==> src/tsf_pkg.sv <==
`default_nettype none

package tsf_pkg;

  typedef logic [7:0] pixel_t;
  typedef logic [1:0] count_t;

  typedef struct packed {
    pixel_t pix;
    pixel_t lim;
  } cell_t;

  typedef struct packed {
    logic shift;
    logic fill;
  } cell_ctrl_t;

  typedef enum logic [2:0] {
    PH_MAIN   = 3'b001,
    PH_FLUSH1 = 3'b010,
    PH_FLUSH2 = 3'b100
  } phase_t;

  localparam int     NumCells   = 4;
  localparam count_t SeenMax    = 2'd2;
  localparam int     CentreMult = 2;
  localparam int     SumShift   = 3;
  localparam int     SumW       = 11;

endpackage

`default_nettype wire

==> src/tsf_if.sv <==
`default_nettype none

interface tsf_col_if;
  logic            valid;
  logic            ready;
  tsf_pkg::pixel_t above_two;
  tsf_pkg::pixel_t above_one;
  tsf_pkg::pixel_t center_pixel;
  tsf_pkg::pixel_t below_one;
  tsf_pkg::pixel_t below_two;
  tsf_pkg::pixel_t flat_limit;
  logic            row_end;

  modport source (
    output valid, above_two, above_one, center_pixel, below_one, below_two,
           flat_limit, row_end,
    input  ready
  );
  modport sink (
    input  valid, above_two, above_one, center_pixel, below_one, below_two,
           flat_limit, row_end,
    output ready
  );
endinterface

interface tsf_res_if;
  logic            valid;
  logic            ready;
  tsf_pkg::pixel_t out_pixel;
  logic            row_done;
  logic            burst_last;

  modport source (output valid, out_pixel, row_done, burst_last, input ready);
  modport sink (input valid, out_pixel, row_done, burst_last, output ready);
endinterface

`default_nettype wire

==> src/tsf_smooth5.sv <==
`default_nettype none

module tsf_smooth5 (
  input  tsf_pkg::pixel_t a2,
  input  tsf_pkg::pixel_t a1,
  input  tsf_pkg::pixel_t c,
  input  tsf_pkg::pixel_t b1,
  input  tsf_pkg::pixel_t b2,
  input  tsf_pkg::pixel_t lim,
  output tsf_pkg::pixel_t y
);

  function automatic tsf_pkg::pixel_t absdiff(tsf_pkg::pixel_t x, tsf_pkg::pixel_t z);
    return (x > z) ? (x - z) : (z - x);
  endfunction

  logic                      flat;
  logic [tsf_pkg::SumW-1:0]  sum;
  logic [tsf_pkg::SumW-1:0]  avg;

  assign flat = (absdiff(c, a2) < lim) && (absdiff(c, a1) < lim) &&
                (absdiff(c, b1) < lim) && (absdiff(c, b2) < lim);

  assign sum = {3'b000, a2} + {3'b000, a1} +
               ({3'b000, c} << tsf_pkg::CentreMult) +
               {3'b000, b1} + {3'b000, b2};

  assign avg = sum >> tsf_pkg::SumShift;
  assign y   = flat ? avg[7:0] : c;

endmodule

`default_nettype wire

==> src/tsf_cell.sv <==
`default_nettype none

module tsf_cell (
  input  logic                clk,
  input  tsf_pkg::cell_ctrl_t ctrl,
  input  tsf_pkg::cell_t      fill_val,
  input  tsf_pkg::cell_t      shift_val,
  output tsf_pkg::cell_t      value
);

  always_ff @(posedge clk) begin
    if (ctrl.shift) begin
      value <= ctrl.fill ? fill_val : shift_val;
    end
  end

endmodule

`default_nettype wire

==> src/thresholded_cross_smoothing_filter.sv <==
`default_nettype none

// Two-pass 5-tap deblock smoother over a pixel row, one column per transaction.
// The vertical pass is taken as a column is accepted; the horizontal pass runs
// over a chain of four window cells plus the newest column, with one shared
// evaluator. Throughput is one column per cycle unless result.ready stalls; a
// row_end column holds the evaluator through the main and both flush phases as
// the window is flushed with the replicated edge pixel. A result is registered
// by the step completing its window; a row's first two columns give none.

module thresholded_cross_smoothing_filter (
  input  logic      clk,
  input  logic      rst,
  tsf_col_if.sink   column,
  tsf_res_if.source result
);

  localparam int NumCells = tsf_pkg::NumCells;

  tsf_pkg::pixel_t     vert;
  tsf_pkg::pixel_t     horiz;

  logic                in_valid;
  tsf_pkg::pixel_t     in_v;
  tsf_pkg::pixel_t     in_lim;
  logic                in_last;

  tsf_pkg::phase_t     phase;
  tsf_pkg::phase_t     phase_next;
  tsf_pkg::count_t     seen;

  logic                step;
  logic                consume;
  logic                emit;
  logic                emit_done;
  logic                emit_blast;

  logic                out_valid;
  tsf_pkg::pixel_t     out_pix;
  logic                out_done;
  logic                out_blast;

  tsf_pkg::cell_ctrl_t cell_ctrl;
  tsf_pkg::cell_t      incoming;
  tsf_pkg::cell_t      cells [NumCells];
  tsf_pkg::cell_t      nbr   [NumCells];

  // vertical pass
  tsf_smooth5 u_vert (
    .a2  (column.above_two),
    .a1  (column.above_one),
    .c   (column.center_pixel),
    .b1  (column.below_one),
    .b2  (column.below_two),
    .lim (column.flat_limit),
    .y   (vert)
  );

  assign step    = in_valid && (!out_valid || result.ready);
  assign consume = step && ((phase == tsf_pkg::PH_FLUSH2) ||
                            ((phase == tsf_pkg::PH_MAIN) && !in_last));
  assign column.ready = !in_valid || consume;

  always_ff @(posedge clk) begin
    if (rst) begin
      in_valid <= 1'b0;
    end else if (column.ready) begin
      in_valid <= column.valid;
    end
  end

  always_ff @(posedge clk) begin
    if (column.ready && column.valid) begin
      in_v    <= vert;
      in_lim  <= column.flat_limit;
      in_last <= column.row_end;
    end
  end

  // window cells
  assign incoming        = '{pix: in_v, lim: in_lim};
  assign cell_ctrl.shift = step;
  assign cell_ctrl.fill  = (phase == tsf_pkg::PH_MAIN) && (seen == '0);

  for (genvar k = 0; k < NumCells; k++) begin : g_cell
    if (k == NumCells - 1) begin : g_tail
      assign nbr[k] = incoming;
    end else begin : g_body
      assign nbr[k] = cells[k+1];
    end

    tsf_cell u_cell (
      .clk       (clk),
      .ctrl      (cell_ctrl),
      .fill_val  (incoming),
      .shift_val (nbr[k]),
      .value     (cells[k])
    );
  end

  // horizontal pass, centred on cell two
  tsf_smooth5 u_horiz (
    .a2  (cells[0].pix),
    .a1  (cells[1].pix),
    .c   (cells[2].pix),
    .b1  (cells[3].pix),
    .b2  (in_v),
    .lim (cells[2].lim),
    .y   (horiz)
  );

  always_comb begin
    phase_next = phase;
    emit       = 1'b0;
    emit_done  = 1'b0;
    emit_blast = 1'b0;
    unique case (phase)
      tsf_pkg::PH_MAIN: begin
        emit       = (seen == tsf_pkg::SeenMax);
        emit_blast = !in_last;
        phase_next = in_last ? tsf_pkg::PH_FLUSH1 : tsf_pkg::PH_MAIN;
      end
      tsf_pkg::PH_FLUSH1: begin
        emit       = (seen != '0);
        phase_next = tsf_pkg::PH_FLUSH2;
      end
      tsf_pkg::PH_FLUSH2: begin
        emit       = 1'b1;
        emit_done  = 1'b1;
        emit_blast = 1'b1;
        phase_next = tsf_pkg::PH_MAIN;
      end
      default: begin
        phase_next = tsf_pkg::PH_MAIN;
      end
    endcase
  end

  always_ff @(posedge clk) begin
    if (rst) begin
      phase <= tsf_pkg::PH_MAIN;
      seen  <= '0;
    end else begin
      if (step) begin
        phase <= phase_next;
      end
      if (consume) begin
        if (in_last) begin
          seen <= '0;
        end else if (seen != tsf_pkg::SeenMax) begin
          seen <= seen + 2'd1;
        end
      end
    end
  end

  // output register
  always_ff @(posedge clk) begin
    if (rst) begin
      out_valid <= 1'b0;
    end else if (!out_valid || result.ready) begin
      out_valid <= step && emit;
    end
  end

  always_ff @(posedge clk) begin
    if (step && emit) begin
      out_pix   <= horiz;
      out_done  <= emit_done;
      out_blast <= emit_blast;
    end
  end

  assign result.valid      = out_valid;
  assign result.out_pixel  = out_pix;
  assign result.row_done   = out_done;
  assign result.burst_last = out_blast;

  a_flush_owned: assert property (@(posedge clk) disable iff (rst)
    (phase != tsf_pkg::PH_MAIN) |-> (in_valid && in_last))
    else $error("flush phase without a pending row end");

  a_row_restart: assert property (@(posedge clk) disable iff (rst)
    (consume && in_last) |=> (seen == '0))
    else $error("column count not cleared at row end");

  a_flush_result: assert property (@(posedge clk) disable iff (rst)
    (step && (phase == tsf_pkg::PH_FLUSH2)) |=>
      (result.valid && result.row_done && result.burst_last))
    else $error("final flush step did not present the row's last pixel");

  a_done_closes: assert property (@(posedge clk) disable iff (rst)
    (result.valid && result.row_done) |-> result.burst_last)
    else $error("row_done without burst_last");

endmodule

`default_nettype wire
==> src/flat_wrapper.sv <==
// flat-port wrapper written by rule: the top's interface ports become plain ports
module thresholded_cross_smoothing_filter_flat 
  (clk, rst, column_valid, column_above_two, column_above_one, column_center_pixel, column_below_one, column_below_two, column_flat_limit, column_row_end, column_ready, result_valid, result_out_pixel, result_row_done, result_burst_last, result_ready);
  tsf_col_if column_i ();
  tsf_res_if result_i ();
  input  logic clk;
  input  logic rst;
  input wire logic [$bits(column_i.valid)-1:0] column_valid;
  input wire logic [$bits(column_i.above_two)-1:0] column_above_two;
  input wire logic [$bits(column_i.above_one)-1:0] column_above_one;
  input wire logic [$bits(column_i.center_pixel)-1:0] column_center_pixel;
  input wire logic [$bits(column_i.below_one)-1:0] column_below_one;
  input wire logic [$bits(column_i.below_two)-1:0] column_below_two;
  input wire logic [$bits(column_i.flat_limit)-1:0] column_flat_limit;
  input wire logic [$bits(column_i.row_end)-1:0] column_row_end;
  output wire logic [$bits(column_i.ready)-1:0] column_ready;
  output wire logic [$bits(result_i.valid)-1:0] result_valid;
  output wire logic [$bits(result_i.out_pixel)-1:0] result_out_pixel;
  output wire logic [$bits(result_i.row_done)-1:0] result_row_done;
  output wire logic [$bits(result_i.burst_last)-1:0] result_burst_last;
  input wire logic [$bits(result_i.ready)-1:0] result_ready;
  assign column_i.valid = column_valid;
  assign column_i.above_two = column_above_two;
  assign column_i.above_one = column_above_one;
  assign column_i.center_pixel = column_center_pixel;
  assign column_i.below_one = column_below_one;
  assign column_i.below_two = column_below_two;
  assign column_i.flat_limit = column_flat_limit;
  assign column_i.row_end = column_row_end;
  assign column_ready = column_i.ready;
  assign result_valid = result_i.valid;
  assign result_out_pixel = result_i.out_pixel;
  assign result_row_done = result_i.row_done;
  assign result_burst_last = result_i.burst_last;
  assign result_i.ready = result_ready;
  thresholded_cross_smoothing_filter u_core (.clk(clk), .rst(rst), .column(column_i), .result(result_i));
endmodule
==> config.mk <==
export PLATFORM = sky130hd
export DESIGN_NAME = thresholded_cross_smoothing_filter_flat
export DESIGN_NICKNAME = d
export VERILOG_FILES = /design/src/tsf_pkg.sv /design/src/tsf_if.sv /design/src/tsf_smooth5.sv /design/src/tsf_cell.sv /design/src/thresholded_cross_smoothing_filter.sv /design/src/flat_wrapper.sv
export SDC_FILE = /design/constraint.sdc
export NUM_CORES = 1
export LEC_CHECK = 0
export BUFFER_PORTS_ARGS = -buffer_cell sky130_fd_sc_hd__buf_2
export CAP_MARGIN = 25
export CORE_MARGIN = 3
export CORE_UTILIZATION = 55
export CTS_CLUSTER_DIAMETER = 200
export DETAILED_ROUTE_END_ITERATION = 6
export MAX_ROUTING_LAYER = met4
export PLACE_DENSITY = 0.7
export SYNTH_ARGS = -nofsm -noshare
export SYNTH_HDL_FRONTEND = slang
export SYNTH_SLANG_ARGS = --single-unit
export TNS_END_PERCENT = 10
==> constraint.sdc <==
create_clock -name clk -period 7.22 [get_ports clk]
set_input_delay 0 -clock clk [delete_from_list [all_inputs] [get_ports clk]]
set_output_delay 0 -clock clk [all_outputs]
set_load 0.05 [all_outputs]
==> results of run 1 <==
==> sequential cells by signal (all words and copies together), names as in the netlist <==
name / cells
u_core.g_cell.u_cell.value: 48
u_core.in_lim: 8
u_core.in_v: 8
u_core.result.out_pixel: 8
u_core.phase: 3
u_core.seen: 2
u_core.in_last: 1
u_core.in_valid: 1
u_core.result.burst_last: 1
u_core.result.row_done: 1
u_core.result.valid: 1
==> final timing paths <==
check / slack [ns] / startpoint / depth (start not counted) / endpoint
max: 1.93 / u_core.g_cell[2].u_cell.value[9] / 16 / u_core.result.out_pixel[7]
min: 0.04 / result_ready / 4 / u_core.result.valid
min reg2reg: 0.45 / u_core.in_lim[0] / 0 / u_core.g_cell[3].u_cell.value[0]
max reg2reg: 1.93 / u_core.g_cell[2].u_cell.value[9] / 16 / u_core.result.out_pixel[7]
==> logic make-up (layout without fill, tap and decap cells) <==
group | after synthesis | in the layout
compound gates | 285 | 285
xor+xnor | 57 | 57
fa+ha+maj | 258 | 258
buf+inv | 201 | 269
flops | 82 | 82
mux | 88 | 88
simple gates | 212 | 212
==> power breakdown <==
group	total, mW	leakage [nW]	switching, mW	internal, mW
clock network	0.451	0.145	0.207	0.243
registers	0.634	0.770	0.0457	0.588
logic	1.92	4.81	1.09	0.829
==> synthesized netlist by cell type, drive strengths merged, types with 11 or more instances <==
cell type    n  area [um2]
a21boi      11        82.6
a21o        22         165
a21oi      131         682
buf         17         100
clkbuf      11        41.3
edfxtp      75        2250
fa          60        1200
ha         198        2480
inv        173         649
mux2        49         567
mux2i       39         390
nand2       49         184
nand2b      15        93.8
nand3       12        60.1
nand4       29         181
nor2        60         225
o21a        15         113
o21ai       68         412
xnor2       42         368
xor2        15         131
==> worst max-delay path: cells and delay by family, from the launching register on <==
kind	cells	cell delay, ns
xor gates and xnor gates	1	0.13
buffers and inverters	2	0.63
DFF	1	0.62
and+or+nand+nor	5	1.13
AOI/OAI and AO/OA	4	0.99
muxes	2	0.75
adders and majority gates	2	0.76
==> repair_timing <==
action | 4_1_cts | 5_1_grt
hold endpoints to repair | 16 | 0
hold buffers | 11 | 0
setup endpoints to repair | 0 | 0
gates resized for setup | 0 | 0
==> layout by cell type (no fill, tap or decap), types with 6 or more instances in the layout <==
cell and n:
clkbuf_16 9, o21ai_0 54, a211oi_1 8, o21a_1 15, a21o_1 22, xor2_1 15, fa_1 60, dlygate4sd3_1 11
edfxtp_1 75, or2_2 7, a21oi_1 123, nor4_1 7, nand2b_1 15, mux2_2 45, and2_1 8, nor2_1 60
o21ai_1 7, a21oi_2 8, buf_2 64, xnor2_1 42, inv_1 172, nor3_1 6, nand2_1 49, dfxtp_1 7
nand3_1 12, nand4_1 29, o21ai_4 6, a21boi_0 11, mux2i_1 39, ha_1 198
==> stage by stage <==
step | setup WS [ns] | power [mW] | instances | instance area (um2)
finish | 1.93 | 3.01 | 1516 | 12100
global route | 1.55 | 3.27 | 1516 | 12100
CTS | 1.97 | 3.01 | 1515 | 12100
detailed placement | 1.99 | 2.53 | 1488 | 11700
global placement | 2.07 | 2.50 | 1486 | 11700
floorplan | 2.67 | 2.07 | 1183 | 11100
==> final cells by class <==
cell class	count	area share (%)
clock inverters	7	0.547
inverters	173	5.36
well taps	265	2.74
multi-input cells	900	65.7
flip-flops and latches	82	19.7
repair buffers	80	4.03
clock buffers	9	1.86
==> routing by layer <==
metal  routed length, um  vias up
met5                   0        -
met4                 925        0
met3                1350       47
met2               13900      254
met1               12300     4131
li1                    -     4259
==> flow_summary.toml, run 1 <==
[global_routing]
gr-usage-met1_pct = 34.7
grt_pass1_vias = 8659
grt_antenna_before_repair = 0
grt_max_degree = 51
grt_pass1_wl_um = 45600
track_usage_pct = 27.0
met3_usage_pct = 2.83
grt.busiest_layer = "met2"
grt_overflow_total = 0
grt_util_met2_pct = 45.0

[cells_and_area]
final_nets = 1557
layout-drive-gt1-share_pct = 13.0
seq_area_mm2 = 0.00239
postLayoutCoreUtil_pct = 61.5
multi_input_area_mm2 = 0.00797
fillCellCount = 1686
syn_to_final_growth_pct = 8.73
n_antenna_cell = 0

[yosys]
ys_types = 60
seq_area_frac_synth_pct = 21.5
ys_ff_latch = 82
syn_area_mm2 = 0.0111
synth_edf_count = 75
ys_warn_count = 0
synth-simple-area-share_pct = 9.44
async_flop_share_pct = 0
synthAdderAreaFrac_pct = 33.0
synth_xor_area_share_pct = 4.48
synth_compound_area_share_pct = 15.9
synth_nets = 1494
syn_inst = 1183
muxShareOfSynthArea_pct = 8.59
synth_ff_type = "edfxtp_1"
synth.avg_cell_area_um2 = 9.42
synth_top_family_by_area = "adder cells"

[die]
start_util_pct = 56.5
ioPinCount = 65
dieHeight_um = 148
fp-row-count = 51
die-area_mm2 = 0.0220
fp.coreArea_mm2 = 0.0197
die_x_um = 148

[critical_path]
cp.arrival_ns = 5.39
crit_path_end_kind = "flop"
critPathMaxFanout = 11
cp_data_required_time_ns = 7.32
crit_slowest_cell = "or4_1"
critPathKind = "flop to flop"
startpoint_type = "flop"
cp_cell_sequence = "inv_1 > ha_1 > nand4_1 > o22ai_1 > buf_4 > mux2_2 > o31a_1 > o21ai_1 > xnor2_1 > ha_1 > a222oi_1 > nand2_1 > nor2_1 > nand4_1 > or4_1 > mux2_4"
slowest_delay_ns = 0.71

[clock_network]
tritoncts = "yes"
clk_latency_ns = 0.35
cts-root-buf = "clkbuf_16"
numCtsBuffers = 9
cts_setup_buffers = 0
clk_pin_slew_ns = 0.07
htreeDepth = 3
clock-sinks = 82
cts_buffer_depth = 2

[route]
routed-via-count = 8691
dr.first_iter.drc_count = 652
wl_per_cell_um = 18.8
dr.pass1.iters = 6
routed_wl_um = 28500
route.detailed.drc = 0
ant_nets = 0
vias_per_cell = 5.73

[timing]
finalCritPeriodShare_pct = 73.3
rsz0062_at_grt = "false"
worstMarginPinSlew_ns = 0.898
period_minus_slack_ns = 5.29
drv_slew = 0
slew_headroom_pct = 39.3
setup_viol_count_final = 0
skew_ns = 0.00830
finalHoldViolCount = 0
worst_hold_slack_ns = 0.0416
max_freq_mhz = 189
tns_ns = 0

[job]
maxCapViolations = 0

[place]
hpwl_um = 23800
port_buffers = 64
gp_congestion = 0.967

[pwr]
powerDensity_mw_per_mm2 = 248
ir_drop_uv = 170
power_leakage_nw = 5.73

[run_status]
status = "finished, final reports clean"

[worst_hold_path]
hold_class = "primary input to flop"
Power figures use the tool's default switching activity.
==> inputs of run 2 (changes only) <==
==> constraint.sdc (replaced) <==
create_clock -name clk -period 5.35 [get_ports clk]
set_input_delay 0 -clock clk [delete_from_list [all_inputs] [get_ports clk]]
set_output_delay 0 -clock clk [all_outputs]
set_load 0.05 [all_outputs]
==> flow_summary.toml, run 2 (synthesis gave the netlist of run 1 again) <==
[cells_and_area]
largest_reg_flops = 48
syn_to_final_growth_pct = 9.18
n_antenna_cell = 0
layout-drive-gt1-share_pct = 13.4
fin_area_mm2 = 0.0122
max_flop_register = "u_core.g_cell.u_cell.value"
mostFrequentLayoutCells = "ha_1 (198), inv_1 (172), a21oi_1 (123), edfxtp_1 (75), buf_2 (64)"
final_common_cell = "ha_1"
final_nets = 1563

[route]
routed-via-count = 8752
dr.pass1.iters = 7
wl_per_cell_um = 18.6
ant_nets = 0
vias_per_cell = 5.75
route.detailed.drc = 1
dr.first_iter.drc_count = 683
routed_wl_um = 28400

[critical_path]
cp_num_buf_inv = 3
crit_path_end_kind = "flop"
r2r-end = "u_core.result.out_pixel[7]"
cp_cell_sequence = "inv_1 > ha_1 > inv_1 > fa_1 > a21o_1 > a21oi_2 > o21ai_2 > o211ai_4 > mux2_4 > a32o_1 > nor4b_1 > ha_1 > nand4_1 > o21ai_0 > nor2_1 > nand4_1 > or4_1 > buf_4 > mux2_4"
critPathKind = "flop to flop"
cp_data_required_time_ns = 5.46
r2r_setup_slack_ns = 0.25
startpoint_type = "flop"
cp.depth = 19
cp.arrival_ns = 5.21
slowest_delay_ns = 0.50
crit_start = "u_core.g_cell[2].u_cell.value[8]"
endpoint = "u_core.result.out_pixel[7]"
rr_worst_depth = 19
crit_slowest_cell = "edfxtp_1"
r2r_start = "u_core.g_cell[2].u_cell.value[8]"
critPathMaxFanout = 9
crit_family = "simple AND/OR/NAND/NOR gates"

[clock_network]
cts-root-buf = "clkbuf_16"
numCtsBuffers = 9
clock-sinks = 82
clk_pin_slew_ns = 0.06
htreeDepth = 3
cts_buffer_depth = 2
postCtsResizedCells = 0
clk_latency_ns = 0.35
tritoncts = "yes"

[pwr]
power_frac_clock_pct = 15.1
switching_share_pct = 44.7
internal_power_mw = 2.27
p_seq_share_pct = 20.8
powerDensity_mw_per_mm2 = 337
power_leakage_nw = 5.75
combinationalPowerShare_pct = 64.1
ir_drop_uv = 220
p_sw_mw = 1.83

[die]
start_util_pct = 56.5
fp.coreArea_mm2 = 0.0197
die-area_mm2 = 0.0220
fp-row-count = 51
die_x_um = 148
ioPinCount = 65
dieHeight_um = 148

[global_routing]
track_usage_pct = 27.1
grt_pass1_vias = 8777
grt_max_degree = 51
grt_antenna_before_repair = 0
grt_overflow_total = 0
grt_pass1_wl_um = 45500

[worst_hold_path]
hold_class = "primary input to flop"

[place]
place_area_mm2 = 0.0117
gp_congestion = 0.937
hpwl_um = 23900
port_buffers = 64

[timing]
setup_viol_count_final = 0
skew_ns = 0.00708
worstMarginPinSlew_ns = 0.710
tns_ns = 0
finalCritPeriodShare_pct = 95.3
finalHoldViolCount = 0
slew_headroom_pct = 52.0
rsz0062_at_grt = "false"
drv_slew = 0
period_minus_slack_ns = 5.10
max_freq_mhz = 196

[job]
maxCapViolations = 0

[run_status]
violations = "DRC"
status = "finished, violations left"
[run 2: repair_timing]
action / 4_1_cts / 5_1_grt
hold buffers: 11 / 0
hold endpoints to repair: 16 / 0
buffers inserted: 0 / 0
[run 2: final cells by class]
class | count | area, um2
Clock buffer | 10 | 250
Clock inverter | 6 | 46.3
Fill cell | 1661 | 7550
Inverter | 173 | 649
Multi-Input combinational cell | 900 | 7970
Sequential cell | 82 | 2390
Tap cell | 265 | 332
Timing Repair Buffer | 86 | 533
[run 2: through the flow]
step	hold slack, ns	setup WS (ns)	std cells	total power, mW	util, %
floorplan	0.0691	0.803	1183	2.79	-
CTS	0.00238	0.329	1521	4.09	61.6
global route	0.0244	0.00440	1522	4.46	61.7
finish	0.0147	0.249	1522	4.10	61.7
global placement	0.178	0.491	1493	3.41	59.5
detailed placement	0.181	0.381	1494	3.45	59.6
[run 2: per-layer routing]
| layer | track usage (%) | up-vias | part of all wire, % |
|---|---|---|---|
| met4 | 7.39 | 0 | 2.2 |
| met2 | 45.1 | 281 | 49 |
| met3 | 3.14 | 48 | 5.5 |
| met5 | - | - | 0 |
| met1 | 35.4 | 4138 | 44 |
| li1 | - | 4285 | - |
[run 2: worst min path at each step]
stage	start	end	cells past startpoint	slack, ns
3_3_place_gp	column_row_end	u_core.in_last	1	0.18
4_1_cts	result_ready	u_core.result.valid	4	0.002
5_1_grt	result_ready	u_core.result.valid	4	0.02
3_5_place_dp	column_row_end	u_core.in_last	1	0.18
6_report	result_ready	u_core.result.valid	4	0.01
2_1_floorplan	rst	u_core.in_valid	1	0.07
[run 2: power by group through the flow]
stage	Clock [mW]	Combinational (mW)	Sequential, mW
final	0.618	2.63	0.853
after detailed placement	0	2.59	0.865
after global routing	0.649	2.96	0.858
after floorplan	0	1.95	0.844
after CTS	0.627	2.61	0.852
after global placement	0	2.55	0.863
[run 2: worst reg2reg max path, stage by stage (launching register included)]
cell and delay (ns):
edfxtp_1 0.50, inv_1 0.27, ha_1 0.23, inv_1 0.06, fa_1 0.39, a21o_1 0.18
a21oi_2 0.18, o21ai_2 0.09, o211ai_4 0.19, mux2_4 0.36, a32o_1 0.28, nor4b_1 0.47
ha_1 0.37, nand4_1 0.10, o21ai_0 0.08, nor2_1 0.11, nand4_1 0.09, or4_1 0.40
buf_4 0.21, mux2_4 0.32
==> inputs of run 3 (changes only) <==
--- a/config.mk
+++ b/config.mk
@@ -8,11 +8,11 @@
 export BUFFER_PORTS_ARGS = -buffer_cell sky130_fd_sc_hd__buf_2
 export CAP_MARGIN = 25
 export CORE_MARGIN = 3
-export CORE_UTILIZATION = 55
+export CORE_UTILIZATION = 60
 export CTS_CLUSTER_DIAMETER = 200
 export DETAILED_ROUTE_END_ITERATION = 6
 export MAX_ROUTING_LAYER = met4
-export PLACE_DENSITY = 0.7
+export PLACE_DENSITY = 0.76
 export SYNTH_ARGS = -nofsm -noshare
 export SYNTH_HDL_FRONTEND = slang
 export SYNTH_SLANG_ARGS = --single-unit
==> flow_summary.toml, run 3 (synthesis gave the netlist of run 1 again) <==
[global_routing]
track_usage_pct = 29.2
grt_overflow_total = 0
grt_pass1_wl_um = 45300
grt_antenna_before_repair = 0
grt_pass1_vias = 8969
grt_max_degree = 51

[die]
fp-row-count = 49
die_x_um = 142
die-area_mm2 = 0.0203
ioPinCount = 65
fp.coreArea_mm2 = 0.0181
dieHeight_um = 142
start_util_pct = 61.6

[clock_network]
htreeDepth = 3
cts-root-buf = "clkbuf_16"
numCtsBuffers = 9
clk_latency_ns = 0.36
clock-sinks = 82
postCtsResizedCells = 0
cts_buffer_depth = 2
clk_pin_slew_ns = 0.07
cts_setup_buffers = 0
cts_hold_buf = 11
tritoncts = "yes"

[job]
maxCapViolations = 0

[critical_path]
critPathKind = "flop to flop"
r2r-end = "u_core.result.out_pixel[7]"
crit_path_end_kind = "flop"
critPathMaxFanout = 9
slowest_delay_ns = 0.48
rr_worst_depth = 19
r2r_setup_slack_ns = 0.41
startpoint_type = "flop"
cp_cell_sequence = "inv_1 > ha_1 > inv_1 > fa_1 > a21o_1 > a21oi_2 > o21ai_2 > o211ai_4 > mux2_4 > a32o_1 > nor4b_1 > ha_1 > nand4_1 > o21ai_0 > nor2_1 > nand4_1 > or4_1 > buf_4 > mux2_4"
cp_data_required_time_ns = 5.45
r2r_start = "u_core.g_cell[2].u_cell.value[8]"
crit_slowest_cell = "edfxtp_1"
cp.arrival_ns = 5.04

[pwr]
switching_share_pct = 45.0
powerDensity_mw_per_mm2 = 337
internal_power_mw = 2.25
power_leakage_nw = 5.75
combinationalPowerShare_pct = 64.1
power_frac_clock_pct = 15.0
power.total_mw = 4.09
ir_drop_uv = 209
p_sw_mw = 1.84
p_seq_share_pct = 20.9

[timing]
skew_ns = 0.0130
slew_headroom_pct = 57.0
finalHoldViolCount = 0
finalCritPeriodShare_pct = 92.3
setup_viol_count_final = 0
tns_ns = 0
drv_slew = 0
worst_hold_slack_ns = 0.0116
fin_ws_ns = 0.414
worstMarginPinSlew_ns = 0.636
max_freq_mhz = 203
period_minus_slack_ns = 4.94
rsz0062_at_grt = "false"

[cells_and_area]
fin_area_mm2 = 0.0121
max_flop_register = "u_core.g_cell.u_cell.value"
fin_cells = 1486
syn_to_final_growth_pct = 8.60
final_common_cell = "ha_1"
final_nets = 1563
fillCellCount = 1442
layout-drive-gt1-share_pct = 13.4
largest_reg_flops = 48
postLayoutCoreUtil_pct = 66.9
n_antenna_cell = 0
mostFrequentLayoutCells = "ha_1 (198), inv_1 (172), a21oi_1 (123), edfxtp_1 (75), buf_2 (64)"

[place]
place_area_mm2 = 0.0117
post-place-ws_ns = 0.478
port_buffers = 64
place_inst = 1459
gp_congestion = 0.958
hpwl_um = 23200

[route]
top_layer_used = "met4"
routed_wl_um = 28000
dr.pass1.iters = 5
wl_per_cell_um = 18.8
ant_nets = 0
wl_met3_um = 1850
vias_per_cell = 6.03
dr.first_iter.drc_count = 629
route.detailed.drc = 0
wl_met2_um = 13500
met1_length_um = 11800
routed-via-count = 8961

[worst_hold_path]
min_path_cells = 4
holdCritStartpoint = "result_ready"
min_to = "u_core.result.valid"
hold_class = "primary input to flop"

[run_status]
status = "finished, final reports clean"
run 3: changes by cell type in the layout (fill, tap and decap cells not counted), sizes merged:
cell / previous run / this run
clkbuf: 10 / 9
clkinvlp: 1 / 0
inv: 176 / 179
clkinv: 2 / 1
run 3: layer usage:
| layer | global-route usage [%] | up-vias |
|---|---|---|
| li1 | - | 4272 |
| met3 | 4.10 | 51 |
| met5 | - | - |
| met1 | 37.7 | 4330 |
| met2 | 47.6 | 308 |
| met4 | 9.95 | 0 |
run 3: how the worst max path moves through the flow:
stage	from	to	slack, ns	depth (start not counted)
after floorplan	u_core.g_cell[2].u_cell.value[9]	u_core.result.out_pixel[0]	0.80	16
after global placement	u_core.g_cell[2].u_cell.value[8]	u_core.result.out_pixel[7]	0.57	18
after detailed placement	u_core.g_cell[2].u_cell.value[8]	u_core.result.out_pixel[0]	0.48	19
after CTS	u_core.g_cell[2].u_cell.value[8]	u_core.result.out_pixel[7]	0.46	19
after global routing	u_core.g_cell[2].u_cell.value[8]	u_core.result.out_pixel[2]	0.09	19
final	u_core.g_cell[2].u_cell.value[8]	u_core.result.out_pixel[7]	0.41	19
run 3: worst max-delay path: cells and delay by family, from the launching register on:
kind / cells / cell delay [ns]
compound gates: 6 / 0.97
fa+ha+maj: 3 / 0.94
buf+inv: 3 / 0.53
flops: 1 / 0.48
mux: 2 / 0.66
simple gates: 5 / 1.10
run 3: area by class of cell:
type | count | area (um2) | area share (%)
Timing Repair Buffer | 86 | 520 | 4.30
Tap cell | 229 | 287 | 2.37
Clock buffer | 9 | 225 | 1.86
Sequential cell | 82 | 2390 | 19.8
Clock inverter | 7 | 63.8 | 0.527
Multi-Input combinational cell | 900 | 7970 | 65.8
Inverter | 173 | 649 | 5.36
run 3: power by group through the flow:
stage / registers [mW] / logic, mW / clock network (mW)
after floorplan: 0.844 / 1.95 / 0
after global placement: 0.861 / 2.51 / 0
after detailed placement: 0.863 / 2.57 / 0
after CTS: 0.850 / 2.60 / 0.622
after global routing: 0.859 / 2.94 / 0.641
final: 0.852 / 2.62 / 0.613
